--- src/rtl/core/clnw_pkg.sv ---
// ----------------------------------------------------------------------------
// clnw_pkg
// Shared types, codes and the Cyrillic code-page table of the LCD nibble
// writer.
// ----------------------------------------------------------------------------
package clnw_pkg;

  localparam int unsigned ActionW  = 2;
  localparam int unsigned ByteW    = 8;
  localparam int unsigned NibbleW  = 4;
  localparam int unsigned WaitW    = 13;
  localparam int unsigned ShortW   = 8;
  localparam int unsigned ExtraW   = 12;
  localparam int unsigned CfgIdxW  = 3;
  localparam int unsigned CfgDataW = 12;

  typedef enum logic [ActionW-1:0] {
    ACT_CTRL_BYTE   = 2'd0,
    ACT_DATA_BYTE   = 2'd1,
    ACT_TEXT        = 2'd2,
    ACT_CTRL_NIBBLE = 2'd3
  } action_e;

  typedef enum logic [1:0] {
    LEAD_OTHER = 2'd0,
    LEAD_D0    = 2'd1,
    LEAD_D1    = 2'd2,
    LEAD_C2    = 2'd3
  } lead_e;

  typedef enum logic [1:0] {
    PH_RS   = 2'd0,
    PH_EN   = 2'd1,
    PH_DATA = 2'd2,
    PH_HOLD = 2'd3
  } phase_e;

  typedef enum logic [CfgIdxW-1:0] {
    CFG_RS_SETUP  = 3'd0,
    CFG_EN_SETUP  = 3'd1,
    CFG_DATA      = 3'd2,
    CFG_HOLD      = 3'd3,
    CFG_CTRL_XTRA = 3'd4
  } cfg_idx_e;

  // One write command handed from the front end to the phase sequencer.
  typedef struct packed {
    logic             rs;      // 1 data, 0 control
    logic             single;  // low nibble only
    logic [ByteW-1:0] value;
  } cmd_t;

  typedef struct packed {
    logic [ShortW-1:0] rs_setup;
    logic [ShortW-1:0] en_setup;
    logic [ShortW-1:0] data;
    logic [ShortW-1:0] hold;
    logic [ExtraW-1:0] ctrl_extra;
  } cfg_t;

  localparam logic [ByteW-1:0] LeadD0     = 8'hd0;
  localparam logic [ByteW-1:0] LeadD1     = 8'hd1;
  localparam logic [ByteW-1:0] LeadC2     = 8'hc2;
  localparam logic [ByteW-1:0] OffsetD0   = 8'h90;
  localparam logic [ByteW-1:0] OffsetD1   = 8'h50;
  localparam logic [ByteW-1:0] TrailIoSm  = 8'h91;
  localparam logic [ByteW-1:0] TrailIoCap = 8'h81;
  localparam logic [ByteW-1:0] TrailDeg   = 8'hb0;
  localparam logic [ByteW-1:0] CodeIoSm   = 8'hb5;
  localparam logic [ByteW-1:0] CodeIoCap  = 8'ha2;
  localparam logic [ByteW-1:0] CodeDeg    = 8'hef;

  localparam cfg_t CfgReset = '{
    rs_setup:   8'd1,
    en_setup:   8'd1,
    data:       8'd20,
    hold:       8'd20,
    ctrl_extra: 12'h7ff
  };

  localparam logic [ByteW-1:0] CyrRom [64] = '{
    8'h41, 8'ha0, 8'h42, 8'ha1, 8'he0, 8'h45, 8'ha3, 8'ha4,
    8'ha5, 8'ha6, 8'h4b, 8'ha7, 8'h4d, 8'h48, 8'h4f, 8'ha8,
    8'h50, 8'h43, 8'h54, 8'ha9, 8'haa, 8'h58, 8'he1, 8'hab,
    8'hac, 8'he2, 8'had, 8'hae, 8'h62, 8'haf, 8'hb0, 8'hb1,
    8'h61, 8'hb2, 8'hb3, 8'hb4, 8'he3, 8'h65, 8'hb6, 8'hb7,
    8'hb8, 8'hb9, 8'hba, 8'hbb, 8'hbc, 8'hbd, 8'h6f, 8'hbe,
    8'h70, 8'h63, 8'hbf, 8'h79, 8'he4, 8'h78, 8'he5, 8'hc0,
    8'hc1, 8'he6, 8'hc2, 8'hc3, 8'hc4, 8'hc5, 8'hc6, 8'hc7
  };

  function automatic lead_e lead_kind(logic [ByteW-1:0] b);
    lead_e k;
    k = LEAD_OTHER;
    if (b == LeadD0) k = LEAD_D0;
    else if (b == LeadD1) k = LEAD_D1;
    else if (b == LeadC2) k = LEAD_C2;
    return k;
  endfunction

  // Map a trail byte to the display code page; out-of-table bytes pass.
  function automatic logic [ByteW-1:0] cyr_translate(lead_e kind, logic [ByteW-1:0] b);
    logic [ByteW-1:0] shift;
    logic [ByteW:0]   diff;
    logic [ByteW-1:0] res;
    shift = (kind == LEAD_D0) ? OffsetD0 : (kind == LEAD_D1) ? OffsetD1 : '0;
    diff  = {1'b0, b} - {1'b0, shift};
    res   = b;
    if (diff[ByteW:6] == '0) res = CyrRom[diff[5:0]];
    if (b == TrailIoSm && kind == LEAD_D1) res = CodeIoSm;
    if (b == TrailIoCap && kind == LEAD_D0) res = CodeIoCap;
    if (b == TrailDeg && kind == LEAD_C2) res = CodeDeg;
    return res;
  endfunction

endpackage

--- src/rtl/core/clnw_if.sv ---
// ----------------------------------------------------------------------------
// clnw_if
// Valid/ready channels of the LCD nibble writer: input items, pin phases
// and register writes.
// ----------------------------------------------------------------------------
interface clnw_in_if import clnw_pkg::*; ();
  logic               valid;
  logic               ready;
  logic [ActionW-1:0] action;
  logic [ByteW-1:0]   byte_value;

  modport source (output valid, action, byte_value, input ready);
  modport sink   (input valid, action, byte_value, output ready);
endinterface

interface clnw_out_if import clnw_pkg::*; ();
  logic               valid;
  logic               ready;
  logic               reg_select;
  logic               enable;
  logic [NibbleW-1:0] nibble;
  logic [WaitW-1:0]   wait_units;
  logic               last;

  modport source (output valid, reg_select, enable, nibble, wait_units, last,
                  input ready);
  modport sink   (input valid, reg_select, enable, nibble, wait_units, last,
                  output ready);
endinterface

interface clnw_cfg_if import clnw_pkg::*; ();
  logic                valid;
  logic                ready;
  logic [CfgIdxW-1:0]  index;
  logic [CfgDataW-1:0] data;

  modport source (output valid, index, data, input ready);
  modport sink   (input valid, index, data, output ready);
endinterface

--- src/rtl/core/char_lcd_nibble_writer_cyrillic_top.sv ---
// ----------------------------------------------------------------------------
// char_lcd_nibble_writer_cyrillic_top
// Character LCD 4-bit bus writer with UTF-8 Cyrillic text translation.
// ----------------------------------------------------------------------------
// Each accepted item (control byte, data byte, text byte or single control
// nibble) becomes a stream of pin phases on out_o: four phases per nibble
// (register select, enable high, nibble driven, enable low), high nibble
// first, each with its wait count; last marks the final phase of the item.
// A byte gives eight phases and a single nibble four, produced at one phase
// per clock by the phase sequencer while out_o is not stalled. A text lead
// byte (0x80 or above with no lead held) is taken in and gives no phase;
// the following text byte is translated to the display code page.
// The front end accepts whenever the two-entry command queue has room, so
// it keeps taking items while the sequencer works or the output stalls.
// When the block is empty, an accepted item is first written into the
// command queue; its first phase is then loaded into the output register
// and presented on out_o. Register writes are taken on every cycle and must
// only arrive while the block is idle.
// ----------------------------------------------------------------------------
module char_lcd_nibble_writer_cyrillic_top import clnw_pkg::*; (
  input  logic       clk_i,
  input  logic       rst_ni,
  clnw_in_if.sink    in_i,
  clnw_out_if.source out_o,
  clnw_cfg_if.sink   cfg_i
);

  cfg_t cfg_q;
  cmd_t push_cmd;
  cmd_t head;
  logic fifo_push;
  logic fifo_full;
  logic fifo_pop;
  logic fifo_empty;

  // Register file: always ready, one register per transfer.
  assign cfg_i.ready = 1'b1;

  always_ff @(posedge clk_i or negedge rst_ni) begin
    if (!rst_ni) begin
      cfg_q <= CfgReset;
    end else if (cfg_i.valid) begin
      unique case (cfg_idx_e'(cfg_i.index))
        CFG_RS_SETUP:  cfg_q.rs_setup   <= cfg_i.data[ShortW-1:0];
        CFG_EN_SETUP:  cfg_q.en_setup   <= cfg_i.data[ShortW-1:0];
        CFG_DATA:      cfg_q.data       <= cfg_i.data[ShortW-1:0];
        CFG_HOLD:      cfg_q.hold       <= cfg_i.data[ShortW-1:0];
        CFG_CTRL_XTRA: cfg_q.ctrl_extra <= cfg_i.data[ExtraW-1:0];
        default: begin
          // Drop writes to unmapped indexes.
          cfg_q <= cfg_q;
        end
      endcase
    end
  end

  // Front end: classify, hold lead bytes, translate text.
  clnw_front u_front (
    .clk_i  (clk_i),
    .rst_ni (rst_ni),
    .in_i   (in_i),
    .push_o (fifo_push),
    .cmd_o  (push_cmd),
    .full_i (fifo_full)
  );

  // Decouple the front end from the sequencer.
  clnw_fifo u_fifo (
    .clk_i   (clk_i),
    .rst_ni  (rst_ni),
    .push_i  (fifo_push),
    .cmd_i   (push_cmd),
    .full_o  (fifo_full),
    .pop_i   (fifo_pop),
    .head_o  (head),
    .empty_o (fifo_empty)
  );

  // Back end: one pin phase per cycle into the output register, unless out_o stalls.
  clnw_back u_back (
    .clk_i   (clk_i),
    .rst_ni  (rst_ni),
    .cfg_i   (cfg_q),
    .head_i  (head),
    .empty_i (fifo_empty),
    .pop_o   (fifo_pop),
    .out_o   (out_o)
  );

  // Never push into a full queue.
  a_no_overflow: assert property (@(posedge clk_i) disable iff (!rst_ni)
    !(fifo_push && fifo_full))
    else $error("command queue overflow");

  // Never pop an empty queue.
  a_no_underflow: assert property (@(posedge clk_i) disable iff (!rst_ni)
    !(fifo_pop && fifo_empty))
    else $error("command queue underflow");

  // The final phase of an item always has enable low.
  a_last_enable_low: assert property (@(posedge clk_i) disable iff (!rst_ni)
    (out_o.valid && out_o.last) |-> !out_o.enable)
    else $error("last phase with enable high");

  // A pop closes an item, so the phase loaded with it is marked last.
  a_pop_marks_last: assert property (@(posedge clk_i) disable iff (!rst_ni)
    fifo_pop |=> (out_o.valid && out_o.last))
    else $error("queue pop without last phase");

endmodule

--- src/rtl/core/clnw_front.sv ---
// ----------------------------------------------------------------------------
// clnw_front
// Accept input items, track held UTF-8 lead bytes, translate text and
// queue write commands.
// ----------------------------------------------------------------------------
module clnw_front import clnw_pkg::*; (
  input  logic            clk_i,
  input  logic            rst_ni,
  clnw_in_if.sink         in_i,
  output logic            push_o,
  output cmd_t            cmd_o,
  input  logic            full_i
);

  logic  lead_pending_q, lead_pending_d;
  lead_e lead_kind_q, lead_kind_d;
  logic  accept;
  logic  want_push;

  assign in_i.ready = ~full_i;
  assign accept     = in_i.valid & in_i.ready;
  assign push_o     = accept & want_push;

  always_comb begin
    lead_pending_d = lead_pending_q;
    lead_kind_d    = lead_kind_q;
    want_push      = 1'b1;
    cmd_o.rs       = 1'b1;
    cmd_o.single   = 1'b0;
    cmd_o.value    = in_i.byte_value;
    unique case (action_e'(in_i.action))
      ACT_CTRL_BYTE: begin
        cmd_o.rs = 1'b0;
      end
      ACT_DATA_BYTE: begin
        cmd_o.rs = 1'b1;
      end
      ACT_CTRL_NIBBLE: begin
        cmd_o.rs     = 1'b0;
        cmd_o.single = 1'b1;
        cmd_o.value  = {4'h0, in_i.byte_value[NibbleW-1:0]};
      end
      ACT_TEXT: begin
        if (lead_pending_q) begin
          cmd_o.value    = cyr_translate(lead_kind_q, in_i.byte_value);
          lead_pending_d = 1'b0;
          lead_kind_d    = LEAD_OTHER;
        end else if (in_i.byte_value[ByteW-1]) begin
          // Hold the lead byte; it writes nothing by itself.
          want_push      = 1'b0;
          lead_pending_d = 1'b1;
          lead_kind_d    = lead_kind(in_i.byte_value);
        end
      end
      default: begin
        want_push = 1'b0;
      end
    endcase
  end

  always_ff @(posedge clk_i or negedge rst_ni) begin
    if (!rst_ni) begin
      lead_pending_q <= 1'b0;
      lead_kind_q    <= LEAD_OTHER;
    end else if (accept) begin
      lead_pending_q <= lead_pending_d;
      lead_kind_q    <= lead_kind_d;
    end
  end

endmodule

--- src/rtl/core/clnw_fifo.sv ---
// ----------------------------------------------------------------------------
// clnw_fifo
// Two-entry command queue between the front end and the phase sequencer.
// ----------------------------------------------------------------------------
module clnw_fifo import clnw_pkg::*; (
  input  logic clk_i,
  input  logic rst_ni,
  input  logic push_i,
  input  cmd_t cmd_i,
  output logic full_o,
  input  logic pop_i,
  output cmd_t head_o,
  output logic empty_o
);

  cmd_t       mem_q [2];
  logic       wr_ptr_q, rd_ptr_q;
  logic [1:0] count_q;

  assign full_o  = count_q[1];
  assign empty_o = (count_q == 2'd0);
  assign head_o  = mem_q[rd_ptr_q];

  always_ff @(posedge clk_i) begin
    if (push_i) mem_q[wr_ptr_q] <= cmd_i;
  end

  always_ff @(posedge clk_i or negedge rst_ni) begin
    if (!rst_ni) begin
      wr_ptr_q <= 1'b0;
      rd_ptr_q <= 1'b0;
      count_q  <= 2'd0;
    end else begin
      if (push_i) wr_ptr_q <= ~wr_ptr_q;
      if (pop_i)  rd_ptr_q <= ~rd_ptr_q;
      case ({push_i, pop_i})
        2'b10:   count_q <= count_q + 2'd1;
        2'b01:   count_q <= count_q - 2'd1;
        default: count_q <= count_q;
      endcase
    end
  end

endmodule

--- src/rtl/core/clnw_back.sv ---
// ----------------------------------------------------------------------------
// clnw_back
// Phase sequencer: turn each queued command into pin phases, one per cycle
// while the output is not stalled, through a registered output stage.
// ----------------------------------------------------------------------------
module clnw_back import clnw_pkg::*; (
  input  logic       clk_i,
  input  logic       rst_ni,
  input  cfg_t       cfg_i,
  input  cmd_t       head_i,
  input  logic       empty_i,
  output logic       pop_o,
  clnw_out_if.source out_o
);

  logic [2:0]         phase_q;
  logic [2:0]         eff;
  phase_e             step;
  logic               load;
  logic               is_last;
  logic               out_valid_q;
  logic               rs_q, en_q, last_q;
  logic [NibbleW-1:0] nib_q;
  logic [WaitW-1:0]   wait_q;
  logic               en_d;
  logic [NibbleW-1:0] nib_d;
  logic [WaitW-1:0]   wait_d;

  // A single nibble starts at the low-nibble half of the sequence.
  assign eff     = phase_q | {head_i.single, 2'b00};
  assign step    = phase_e'(eff[1:0]);
  assign is_last = (eff == 3'd7);
  assign load    = ~empty_i & (~out_valid_q | out_o.ready);
  assign pop_o   = load & is_last;

  always_comb begin
    en_d   = 1'b0;
    nib_d  = '0;
    wait_d = '0;
    unique case (step)
      PH_RS: begin
        wait_d = WaitW'(cfg_i.rs_setup);
      end
      PH_EN: begin
        en_d   = 1'b1;
        wait_d = WaitW'(cfg_i.en_setup);
      end
      PH_DATA: begin
        en_d   = 1'b1;
        nib_d  = eff[2] ? head_i.value[3:0] : head_i.value[7:4];
        wait_d = WaitW'(cfg_i.data);
      end
      PH_HOLD: begin
        nib_d  = eff[2] ? head_i.value[3:0] : head_i.value[7:4];
        wait_d = WaitW'(cfg_i.hold)
               + (head_i.rs ? '0 : WaitW'(cfg_i.ctrl_extra));
      end
      default: begin
        wait_d = '0;
      end
    endcase
  end

  always_ff @(posedge clk_i or negedge rst_ni) begin
    if (!rst_ni) begin
      phase_q     <= 3'd0;
      out_valid_q <= 1'b0;
    end else begin
      if (load) phase_q <= is_last ? 3'd0 : phase_q + 3'd1;
      if (load) out_valid_q <= 1'b1;
      else if (out_o.ready) out_valid_q <= 1'b0;
    end
  end

  always_ff @(posedge clk_i) begin
    if (load) begin
      rs_q   <= head_i.rs;
      en_q   <= en_d;
      nib_q  <= nib_d;
      wait_q <= wait_d;
      last_q <= is_last;
    end
  end

  assign out_o.valid      = out_valid_q;
  assign out_o.reg_select = rs_q;
  assign out_o.enable     = en_q;
  assign out_o.nibble     = nib_q;
  assign out_o.wait_units = wait_q;
  assign out_o.last       = last_q;

endmodule

--- src/flat_wrapper.sv ---
// flat-port wrapper written by rule: the top's interface ports become plain ports
module char_lcd_nibble_writer_cyrillic_top_flat import clnw_pkg::*;
  (clk_i, rst_ni, in_i_valid, in_i_action, in_i_byte_value, in_i_ready, out_o_valid, out_o_reg_select, out_o_enable, out_o_nibble, out_o_wait_units, out_o_last, out_o_ready, cfg_i_valid, cfg_i_index, cfg_i_data, cfg_i_ready);
  clnw_in_if in_i_i ();
  clnw_out_if out_o_i ();
  clnw_cfg_if cfg_i_i ();
  input  logic clk_i;
  input  logic rst_ni;
  input wire logic [$bits(in_i_i.valid)-1:0] in_i_valid;
  input wire logic [$bits(in_i_i.action)-1:0] in_i_action;
  input wire logic [$bits(in_i_i.byte_value)-1:0] in_i_byte_value;
  output wire logic [$bits(in_i_i.ready)-1:0] in_i_ready;
  output wire logic [$bits(out_o_i.valid)-1:0] out_o_valid;
  output wire logic [$bits(out_o_i.reg_select)-1:0] out_o_reg_select;
  output wire logic [$bits(out_o_i.enable)-1:0] out_o_enable;
  output wire logic [$bits(out_o_i.nibble)-1:0] out_o_nibble;
  output wire logic [$bits(out_o_i.wait_units)-1:0] out_o_wait_units;
  output wire logic [$bits(out_o_i.last)-1:0] out_o_last;
  input wire logic [$bits(out_o_i.ready)-1:0] out_o_ready;
  input wire logic [$bits(cfg_i_i.valid)-1:0] cfg_i_valid;
  input wire logic [$bits(cfg_i_i.index)-1:0] cfg_i_index;
  input wire logic [$bits(cfg_i_i.data)-1:0] cfg_i_data;
  output wire logic [$bits(cfg_i_i.ready)-1:0] cfg_i_ready;
  assign in_i_i.valid = in_i_valid;
  assign in_i_i.action = in_i_action;
  assign in_i_i.byte_value = in_i_byte_value;
  assign in_i_ready = in_i_i.ready;
  assign out_o_valid = out_o_i.valid;
  assign out_o_reg_select = out_o_i.reg_select;
  assign out_o_enable = out_o_i.enable;
  assign out_o_nibble = out_o_i.nibble;
  assign out_o_wait_units = out_o_i.wait_units;
  assign out_o_last = out_o_i.last;
  assign out_o_i.ready = out_o_ready;
  assign cfg_i_i.valid = cfg_i_valid;
  assign cfg_i_i.index = cfg_i_index;
  assign cfg_i_i.data = cfg_i_data;
  assign cfg_i_ready = cfg_i_i.ready;
  char_lcd_nibble_writer_cyrillic_top u_core (.clk_i(clk_i), .rst_ni(rst_ni), .in_i(in_i_i), .out_o(out_o_i), .cfg_i(cfg_i_i));
endmodule
--- config.mk ---
export PLATFORM = sky130hd
export DESIGN_NAME = char_lcd_nibble_writer_cyrillic_top_flat
export DESIGN_NICKNAME = d
export VERILOG_FILES = /design/src/rtl/core/clnw_pkg.sv /design/src/rtl/core/clnw_if.sv /design/src/rtl/core/char_lcd_nibble_writer_cyrillic_top.sv /design/src/rtl/core/clnw_front.sv /design/src/rtl/core/clnw_fifo.sv /design/src/rtl/core/clnw_back.sv /design/src/flat_wrapper.sv
export SDC_FILE = /design/constraint.sdc
export NUM_CORES = 1
export LEC_CHECK = 0
export ABC_AREA = 0
export BUFFER_PORTS_ARGS = -buffer_cell sky130_fd_sc_hd__buf_2
export CORE_UTILIZATION = 60
export DETAILED_ROUTE_END_ITERATION = 10
export PLACE_DENSITY = 0.83
export SYNTH_ARGS = -nofsm -noshare
export SYNTH_HDL_FRONTEND = slang
export SYNTH_HIERARCHICAL = 1
export SYNTH_SLANG_ARGS = --single-unit
--- constraint.sdc ---
create_clock -name clk_i -period 7.81 [get_ports clk_i]
set_clock_uncertainty 0.05 [all_clocks]
set_input_delay 0.781 -clock clk_i [delete_from_list [all_inputs] [get_ports clk_i]]
set_output_delay 0.781 -clock clk_i [all_outputs]
set_load 0.03 [all_outputs]
==> flow_summary.json, run 1 <==
{
  "outcome": "complete, no violations",
  "leakage_uw": 0.00255,
  "grt_pass1_vias": 4211,
  "cts.clk_slew.worst_paths_ns": 0.09,
  "power-per-cell-area_mw_per_mm2": 297,
  "yosys_most_used_dff": "edfxtp_1",
  "maxCapViolCount": 0,
  "gp_congestion": 0.942,
  "worstSkewPairLatency_ns": 0.35,
  "hold_buffers": 0,
  "area_growth_pct": 8.32,
  "antennaDiodeCount": 0,
  "drv_slew": 0,
  "cts_max_path_buffers": 2,
  "overflow": 0,
  "hp-class": "reg -> reg",
  "cp_max_fo": 12,
  "via_count": 4494,
  "dr.pass1.iters": 5,
  "drive_gt1_share_pct": 26.7,
  "cts_buffers": 9,
  "drc_errors": 0,
  "ios": 53,
  "syn_avg_cell_area_um2": 10.9,
  "path_class": "reg -> reg",
  "cpPeakStageDelay_ns": 0.63,
  "relSlewSlack_pct": 37.3,
  "rows": 35,
  "cts.sinks": 95,
  "ys_seq_area_share_pct": 44.8,
  "cts_tree": "done",
  "arrival_ns": 3.20,
  "track_usage_pct": 26.2,
  "cp_cell_sequence": "mux2_2, nor2b_1, ha_1, inv_1, fa_1, nor2b_1, o31a_1, o211ai_1, a21oi_1, nor3b_1",
  "ys_warn_count": 6,
  "wire_per_inst_um": 17.7,
  "fmax_mhz": 318,
  "seqPwrFrac_pct": 42.3,
  "r2r_start": "u_core/u_fifo/rd_ptr_q$_DFFE_PN0P_",
  "synthTopCellsByArea": "edfxtp_1 21%, dfrtp_1 16%, mux2_2 11%",
  "fin_hold_ws_ns": 0.449,
  "rsz0062_at_grt": "false",
  "nNetsFinal": 629,
  "die_h_um": 100,
  "h-tree-depth": 3,
  "cp_num_buf_inv": 1,
  "tns_ns": 0,
  "tightest_slew_ns": 0.940,
  "antenna_left": 0,
  "start_kind": "register",
  "min_period_ns": 3.15,
  "first_iter_violations": 392,
  "io_buffers": 51,
  "netlist.area_leader.share_pct": 20.7,
  "worstPathRequired_ns": 7.86,
  "setup_viol": 0,
  "dp_cells": 689,
  "syn_inst": 535,
  "post-route-period-util_pct": 40.3,
  "ys_seq_elements": 95,
  "grt_max_degree": 56,
  "final_cells": 705,
  "clockPowerShare_pct": 17.6,
  "crit_path_end": "u_core/u_back/out_o.wait_units[8]$_DFFE_PP_",
  "p_sw_uw": 714,
  "rrSetupSlack_ns": 4.66,
  "cp_slowest_cell": "dfrtp_1",
  "postSynth.asyncResetShare_pct": 57.9,
  "hpwl_um": 8740,
  "final.setup.worst_slack_ns": 4.66,
  "die_w_um": 100,
  "hold_viol": 0,
  "place_ws_ns": 4.51,
  "initial_core_util_pct": 62.3,
  "r2r_cells": 10,
  "cts_setup_buffers": 0,
  "cp_common_cell": "nor2b_1",
  "cp.depth": 10,
  "p_int_uw": 1150,
  "p_comb_share_pct": 40.1,
  "ctsRootBufferMaster": "clkbuf_8",
  "core-area_mm2": 0.00933,
  "dieArea_mm2": 0.0101,
  "routed_wl_um": 12500,
  "startpoint": "u_core/u_fifo/rd_ptr_q$_DFFE_PN0P_",
  "p_sw_share_pct": 38.2,
  "yosys.area.top_type": "edfxtp_1",
  "utilization_pct": 67.4,
  "grt_pass1_wl_um": 20600,
  "vias_per_cell": 6.37,
  "synth.distinct_cells": 80,
  "synth_edf_count": 40,
  "r2r_end": "u_core/u_back/out_o.wait_units[8]$_DFFE_PP_",
  "crit_family": "adder cells",
  "synth_fp_nets": 593,
  "ir_drop_v": 0.000129,
  "cp-end-kind": "register",
  "cts_resized": 0,
  "antenna_found_initial": 0,
  "synth_area_mm2": 0.00581
}
layer usage:
| metal | vias up | wire length, um | global-route usage (%) |
|---|---|---|---|
| met4 | 0 | 216 | 9.25 |
| met3 | 34 | 938 | 3.76 |
| met5 | - | 0 | 0 |
| met2 | 228 | 5860 | 41.5 |
| met1 | 2176 | 5460 | 37.1 |
| li1 | 2056 | - | - |
placed cells by master, fill, tap and decap left out, drive strengths merged, types with 11 or more instances in the layout:
| cell | netlist | final |
|---|---|---|
| nor2b | 23 | 23 |
| edfxtp | 40 | 40 |
| nand3 | 15 | 15 |
| inv | 25 | 26 |
| o21ai | 31 | 31 |
| buf | 17 | 54 |
| a21oi | 28 | 28 |
| nand2b | 13 | 13 |
| dfrtp | 38 | 38 |
| mux2 | 55 | 55 |
| nor2 | 29 | 29 |
| dfstp | 17 | 17 |
| clkbuf | 12 | 11 |
| ha | 27 | 27 |
| nand2 | 27 | 27 |
synth_stat cells, types with 7 or more instances:
library cell	count
mux2_2	55
edfxtp_1	40
dfrtp_1	38
nor2_1	29
a21oi_1	28
ha_1	27
nand2_1	27
o21ai_0	27
inv_1	24
nor2b_1	23
dfstp_2	17
nand3_1	14
nand2b_1	13
clkbuf_1	12
buf_2	8
xor2_1	8
a211oi_1	7
cell type report:
cell class                      count  area, um2
Fill cell                         718       3040
Multi-Input combinational cell    385       2950
Sequential cell                    95       2600
Timing Repair Buffer               54        278
Tap cell                          129        161
Clock buffer                       11        141
Inverter                           26       97.6
Clock inverter                      5       66.3
worst min-delay path by stage:
stage	endpoint	cells after the start	from
2_1_floorplan	u_core/u_fifo/wr_ptr_q$_DFFE_PN0P_	1	u_core/u_fifo/wr_ptr_q$_DFFE_PN0P_
3_3_place_gp	u_core/u_fifo/wr_ptr_q$_DFFE_PN0P_	1	u_core/u_fifo/wr_ptr_q$_DFFE_PN0P_
3_5_place_dp	u_core/u_fifo/wr_ptr_q$_DFFE_PN0P_	1	u_core/u_fifo/wr_ptr_q$_DFFE_PN0P_
4_1_cts	u_core/u_fifo/wr_ptr_q$_DFFE_PN0P_	1	u_core/u_fifo/wr_ptr_q$_DFFE_PN0P_
5_1_grt	u_core/cfg_q[43]$_DFFE_PN0P_	1	u_core/cfg_q[43]$_DFFE_PN0P_
6_report	u_core/u_fifo/wr_ptr_q$_DFFE_PN0P_	1	u_core/u_fifo/wr_ptr_q$_DFFE_PN0P_
metrics by stage:
stage | total power [uW] | cell area [um2]
after floorplan | 1340 | 5810
after global placement | 1510 | 6080
after detailed placement | 1530 | 6080
after CTS | 1870 | 6290
after global routing | 1980 | 6290
final | 1870 | 6290
worst reg2reg max path, stage by stage, from the launching register on:
cell and delay (ns):
dfrtp_1 0.63, mux2_2 0.52, nor2b_1 0.16, ha_1 0.24, inv_1 0.09, fa_1 0.41, nor2b_1 0.16, o31a_1 0.22
o211ai_1 0.16, a21oi_1 0.19, nor3b_1 0.07
power by group through the flow:
stage / Combinational [uW] / Clock, uW / Sequential (uW)
after floorplan: 467 / 0 / 878
after global placement: 715 / 0 / 791
after detailed placement: 733 / 0 / 801
after CTS: 741 / 335 / 790
after global routing: 810 / 356 / 812
final: 749 / 329 / 791
logic make-up after synthesis:
logic type	after synthesis	synth area share [%]
buffers and inverters	55	4.50
other	1	0.0646
XOR/XNOR	15	2.39
AND/OR/NAND/NOR	150	14.7
adder cells (fa/ha/maj)	28	6.16
multiplexers	59	11.8
AO/OA/AOI/OAI	132	15.6
flip-flops	95	44.8
flip-flops by register name, summed over array words and instances (netlist names):
| signal | flops |
|---|---|
| u_core/u_back/out_o.enable | 1 |
| u_core/u_fifo/rd_ptr_q | 1 |
| u_core/u_back/out_o.reg_select | 1 |
| u_core/u_fifo/count_q | 2 |
| u_core/u_front/lead_pending_q | 1 |
| u_core/u_back/out_o.last | 1 |
| u_core/u_back/out_o.valid | 1 |
| u_core/u_fifo/wr_ptr_q | 1 |
| u_core/u_fifo/mem_q | 20 |
| u_core/u_back/out_o.nibble | 4 |
| u_core/u_back/phase_q | 3 |
| u_core/u_front/lead_kind_q | 2 |
| u_core/cfg_q | 44 |
| u_core/u_back/out_o.wait_units | 13 |
Note: power is estimated with default switching activity, not from simulation.
==> inputs of run 2 (changes only) <==
--- a/config.mk
+++ b/config.mk
@@ -7,9 +7,9 @@
 export LEC_CHECK = 0
 export ABC_AREA = 0
 export BUFFER_PORTS_ARGS = -buffer_cell sky130_fd_sc_hd__buf_2
-export CORE_UTILIZATION = 60
+export CORE_UTILIZATION = 54
 export DETAILED_ROUTE_END_ITERATION = 10
-export PLACE_DENSITY = 0.83
+export PLACE_DENSITY = 0.79
 export SYNTH_ARGS = -nofsm -noshare
 export SYNTH_HDL_FRONTEND = slang
 export SYNTH_HIERARCHICAL = 1
==> constraint.sdc (replaced) <==
create_clock -name clk_i -period 2.75 [get_ports clk_i]
set_clock_uncertainty 0.05 [all_clocks]
set_input_delay 0.275 -clock clk_i [delete_from_list [all_inputs] [get_ports clk_i]]
set_output_delay 0.275 -clock clk_i [all_outputs]
set_load 0.03 [all_outputs]
==> flow_summary.json, run 2 (synthesis results as in run 1) <==
{
  "post-route-period-util_pct": 99.2,
  "fin_hold_ws_ns": 0.0798,
  "r2r_start": "u_core/u_front/lead_kind_q[0]$_DFFE_PN0P_",
  "min_from": "cfg_i_data[11]",
  "cp_max_fo": 7,
  "gp_congestion": 0.854,
  "first_iter_violations": 339,
  "via_count": 4439,
  "cts.clk_slew.worst_paths_ns": 0.10,
  "cts.sinks": 95,
  "path_class": "reg -> reg",
  "maxCapViolCount": 0,
  "hpwl_um": 9330,
  "die_w_um": 106,
  "start_kind": "register",
  "tns_ns": 0,
  "ir_drop_v": 0.000680,
  "outcome": "complete, no violations",
  "p_int_uw": 3250,
  "grt_max_degree": 56,
  "clockPowerShare_pct": 16.3,
  "whs_path_depth": 2,
  "power-per-cell-area_mw_per_mm2": 824,
  "track_usage_pct": 23.7,
  "drc_errors": 0,
  "io_buffers": 51,
  "cp-end-kind": "register",
  "r2r_cells": 11,
  "nNetsFinal": 648,
  "grtUsageMet3_pct": 4.51,
  "cts_buffers": 9,
  "hp-class": "in -> reg",
  "min_period_ns": 2.73,
  "leakage_uw": 0.00264,
  "dr.pass1.iters": 5,
  "antenna_found_initial": 0,
  "layout_commonest_cell": "mux2_2",
  "vias_per_cell": 6.07,
  "tightest_slew_ns": 0.939,
  "overflow": 0,
  "r2r_end": "u_core/u_fifo/mem_q[1][3]$_DFFE_PP_",
  "grt_pass1_wl_um": 20700,
  "relSlewSlack_pct": 37.3,
  "arrival_ns": 2.78,
  "layout.cells.most_common_list": "54 x mux2_2, 51 x buf_2, 40 x edfxtp_1",
  "p_sw_uw": 2110,
  "met2_usage_pct": 37.0,
  "die_h_um": 106,
  "grt_util_met1_pct": 33.6,
  "largest_reg_flops": 44,
  "utilization_pct": 62.7,
  "worstPathRequired_ns": 2.80,
  "rows": 37,
  "worstSkewPairLatency_ns": 0.36,
  "holdPathEnd": "u_core/cfg_q[11]$_DFFE_PN0P_",
  "fmax_mhz": 366,
  "drive_gt1_share_pct": 31.3,
  "top_register": "u_core/cfg_q",
  "initial_core_util_pct": 56.0,
  "ios": 53,
  "p_sw_share_pct": 39.4,
  "h-tree-depth": 3,
  "antenna_left": 0,
  "ctsRootBufferMaster": "clkbuf_8",
  "drv_slew": 0,
  "dieArea_mm2": 0.0112,
  "cts_tree": "done",
  "seqPwrFrac_pct": 41.7,
  "routed_wl_um": 13100,
  "wire_per_inst_um": 17.9,
  "hold_viol": 0,
  "area_growth_pct": 12.0,
  "core-area_mm2": 0.0104,
  "busiest_layer": "met2",
  "p_comb_share_pct": 42.0,
  "setup_viol": 0,
  "rrSetupSlack_ns": 0.02,
  "grt_pass1_vias": 4227,
  "cts_max_path_buffers": 2,
  "antennaDiodeCount": 0
}
-- run 2: changes by cell type in the layout (fill, tap and decap cells not counted), moves of 2 or more --
cell / previous run / this run
ha_1: 27 / 24
a21oi_1: 28 / 26
inv_6: 0 / 2
ha_4: 0 / 2
a21oi_2: 0 / 2
buf_4: 3 / 21
-- run 2: final cells by class --
| type | instances | area, um2 |
|---|---|---|
| Fill cell | 806 | 3870 |
| Multi-Input combinational cell | 385 | 3020 |
| Sequential cell | 95 | 2600 |
| Timing Repair Buffer | 73 | 423 |
| Tap cell | 136 | 170 |
| Clock buffer | 9 | 124 |
| Inverter | 26 | 97.6 |
| Clock inverter | 7 | 66.3 |
-- run 2: power by group through the flow --
stage                     registers (uW)  clock network [uW]  logic, uW
final                               2230                 872       2250
after global routing                2280                 933       2450
after CTS                           2230                 886       2210
after detailed placement            2260                   0       2180
after global placement              2230                   0       2140
after floorplan                     2490                   0       1330
-- run 2: worst max path at each step --
stage	from	to	slack (ns)	depth (start not counted)
after floorplan	u_core/u_fifo/rd_ptr_q$_DFFE_PN0P_	u_core/u_back/out_o.wait_units[6]$_DFFE_PP_	0.03	12
after global placement	u_core/u_front/lead_kind_q[0]$_DFFE_PN0P_	u_core/u_fifo/mem_q[1][1]$_DFFE_PP_	0.09	10
after detailed placement	u_core/u_front/lead_kind_q[0]$_DFFE_PN0P_	u_core/u_fifo/mem_q[0][3]$_DFFE_PP_	-0.02	11
after CTS	u_core/u_front/lead_kind_q[0]$_DFFE_PN0P_	u_core/u_fifo/mem_q[1][3]$_DFFE_PP_	0.0006	11
after global routing	u_core/u_front/lead_kind_q[0]$_DFFE_PN0P_	u_core/u_fifo/mem_q[1][3]$_DFFE_PP_	-0.09	11
final	u_core/u_front/lead_kind_q[0]$_DFFE_PN0P_	u_core/u_fifo/mem_q[1][3]$_DFFE_PP_	0.02	11
-- run 2: per-stage QoR --
step / power (uW) / cell area, um2 / instances / worst slack [ns]
floorplan: 3820 / 5810 / 535 / 0.0264
global placement: 4380 / 6210 / 712 / 0.0891
detailed placement: 4440 / 6210 / 712 / -0.0228
CTS: 5330 / 6420 / 729 / 0.000632
global route: 5660 / 6500 / 731 / -0.0882
finish: 5360 / 6500 / 731 / 0.0207
-- run 2: what timing repair did --
item,in CTS,in global routing
pin swaps,0,4
endpoints found under the hold margin,26,0
setup endpoints to repair,10,18
setup buffers,0,2
hold buffers,1,0
cloned,0,0
gates resized for setup,3,13
-- run 2: worst max-delay path, stage by stage, from the launching register on --
cell and delay [ns]:
dfrtp_1 0.40, inv_1 0.06, ha_1 0.30, inv_1 0.07, ha_4 0.17, ha_4 0.16
nand4bb_1 0.19, mux2i_2 0.25, a21oi_2 0.13, buf_4 0.18, o21a_1 0.18, o32a_1 0.32
-- run 2: routing by layer --
| metal | wire length [um] | vias to the layer above |
|---|---|---|
| met1 | 5800 | 2149 |
| met3 | 808 | 22 |
| li1 | - | 2095 |
| met2 | 6290 | 173 |
| met4 | 200 | 0 |
| met5 | 0 | - |
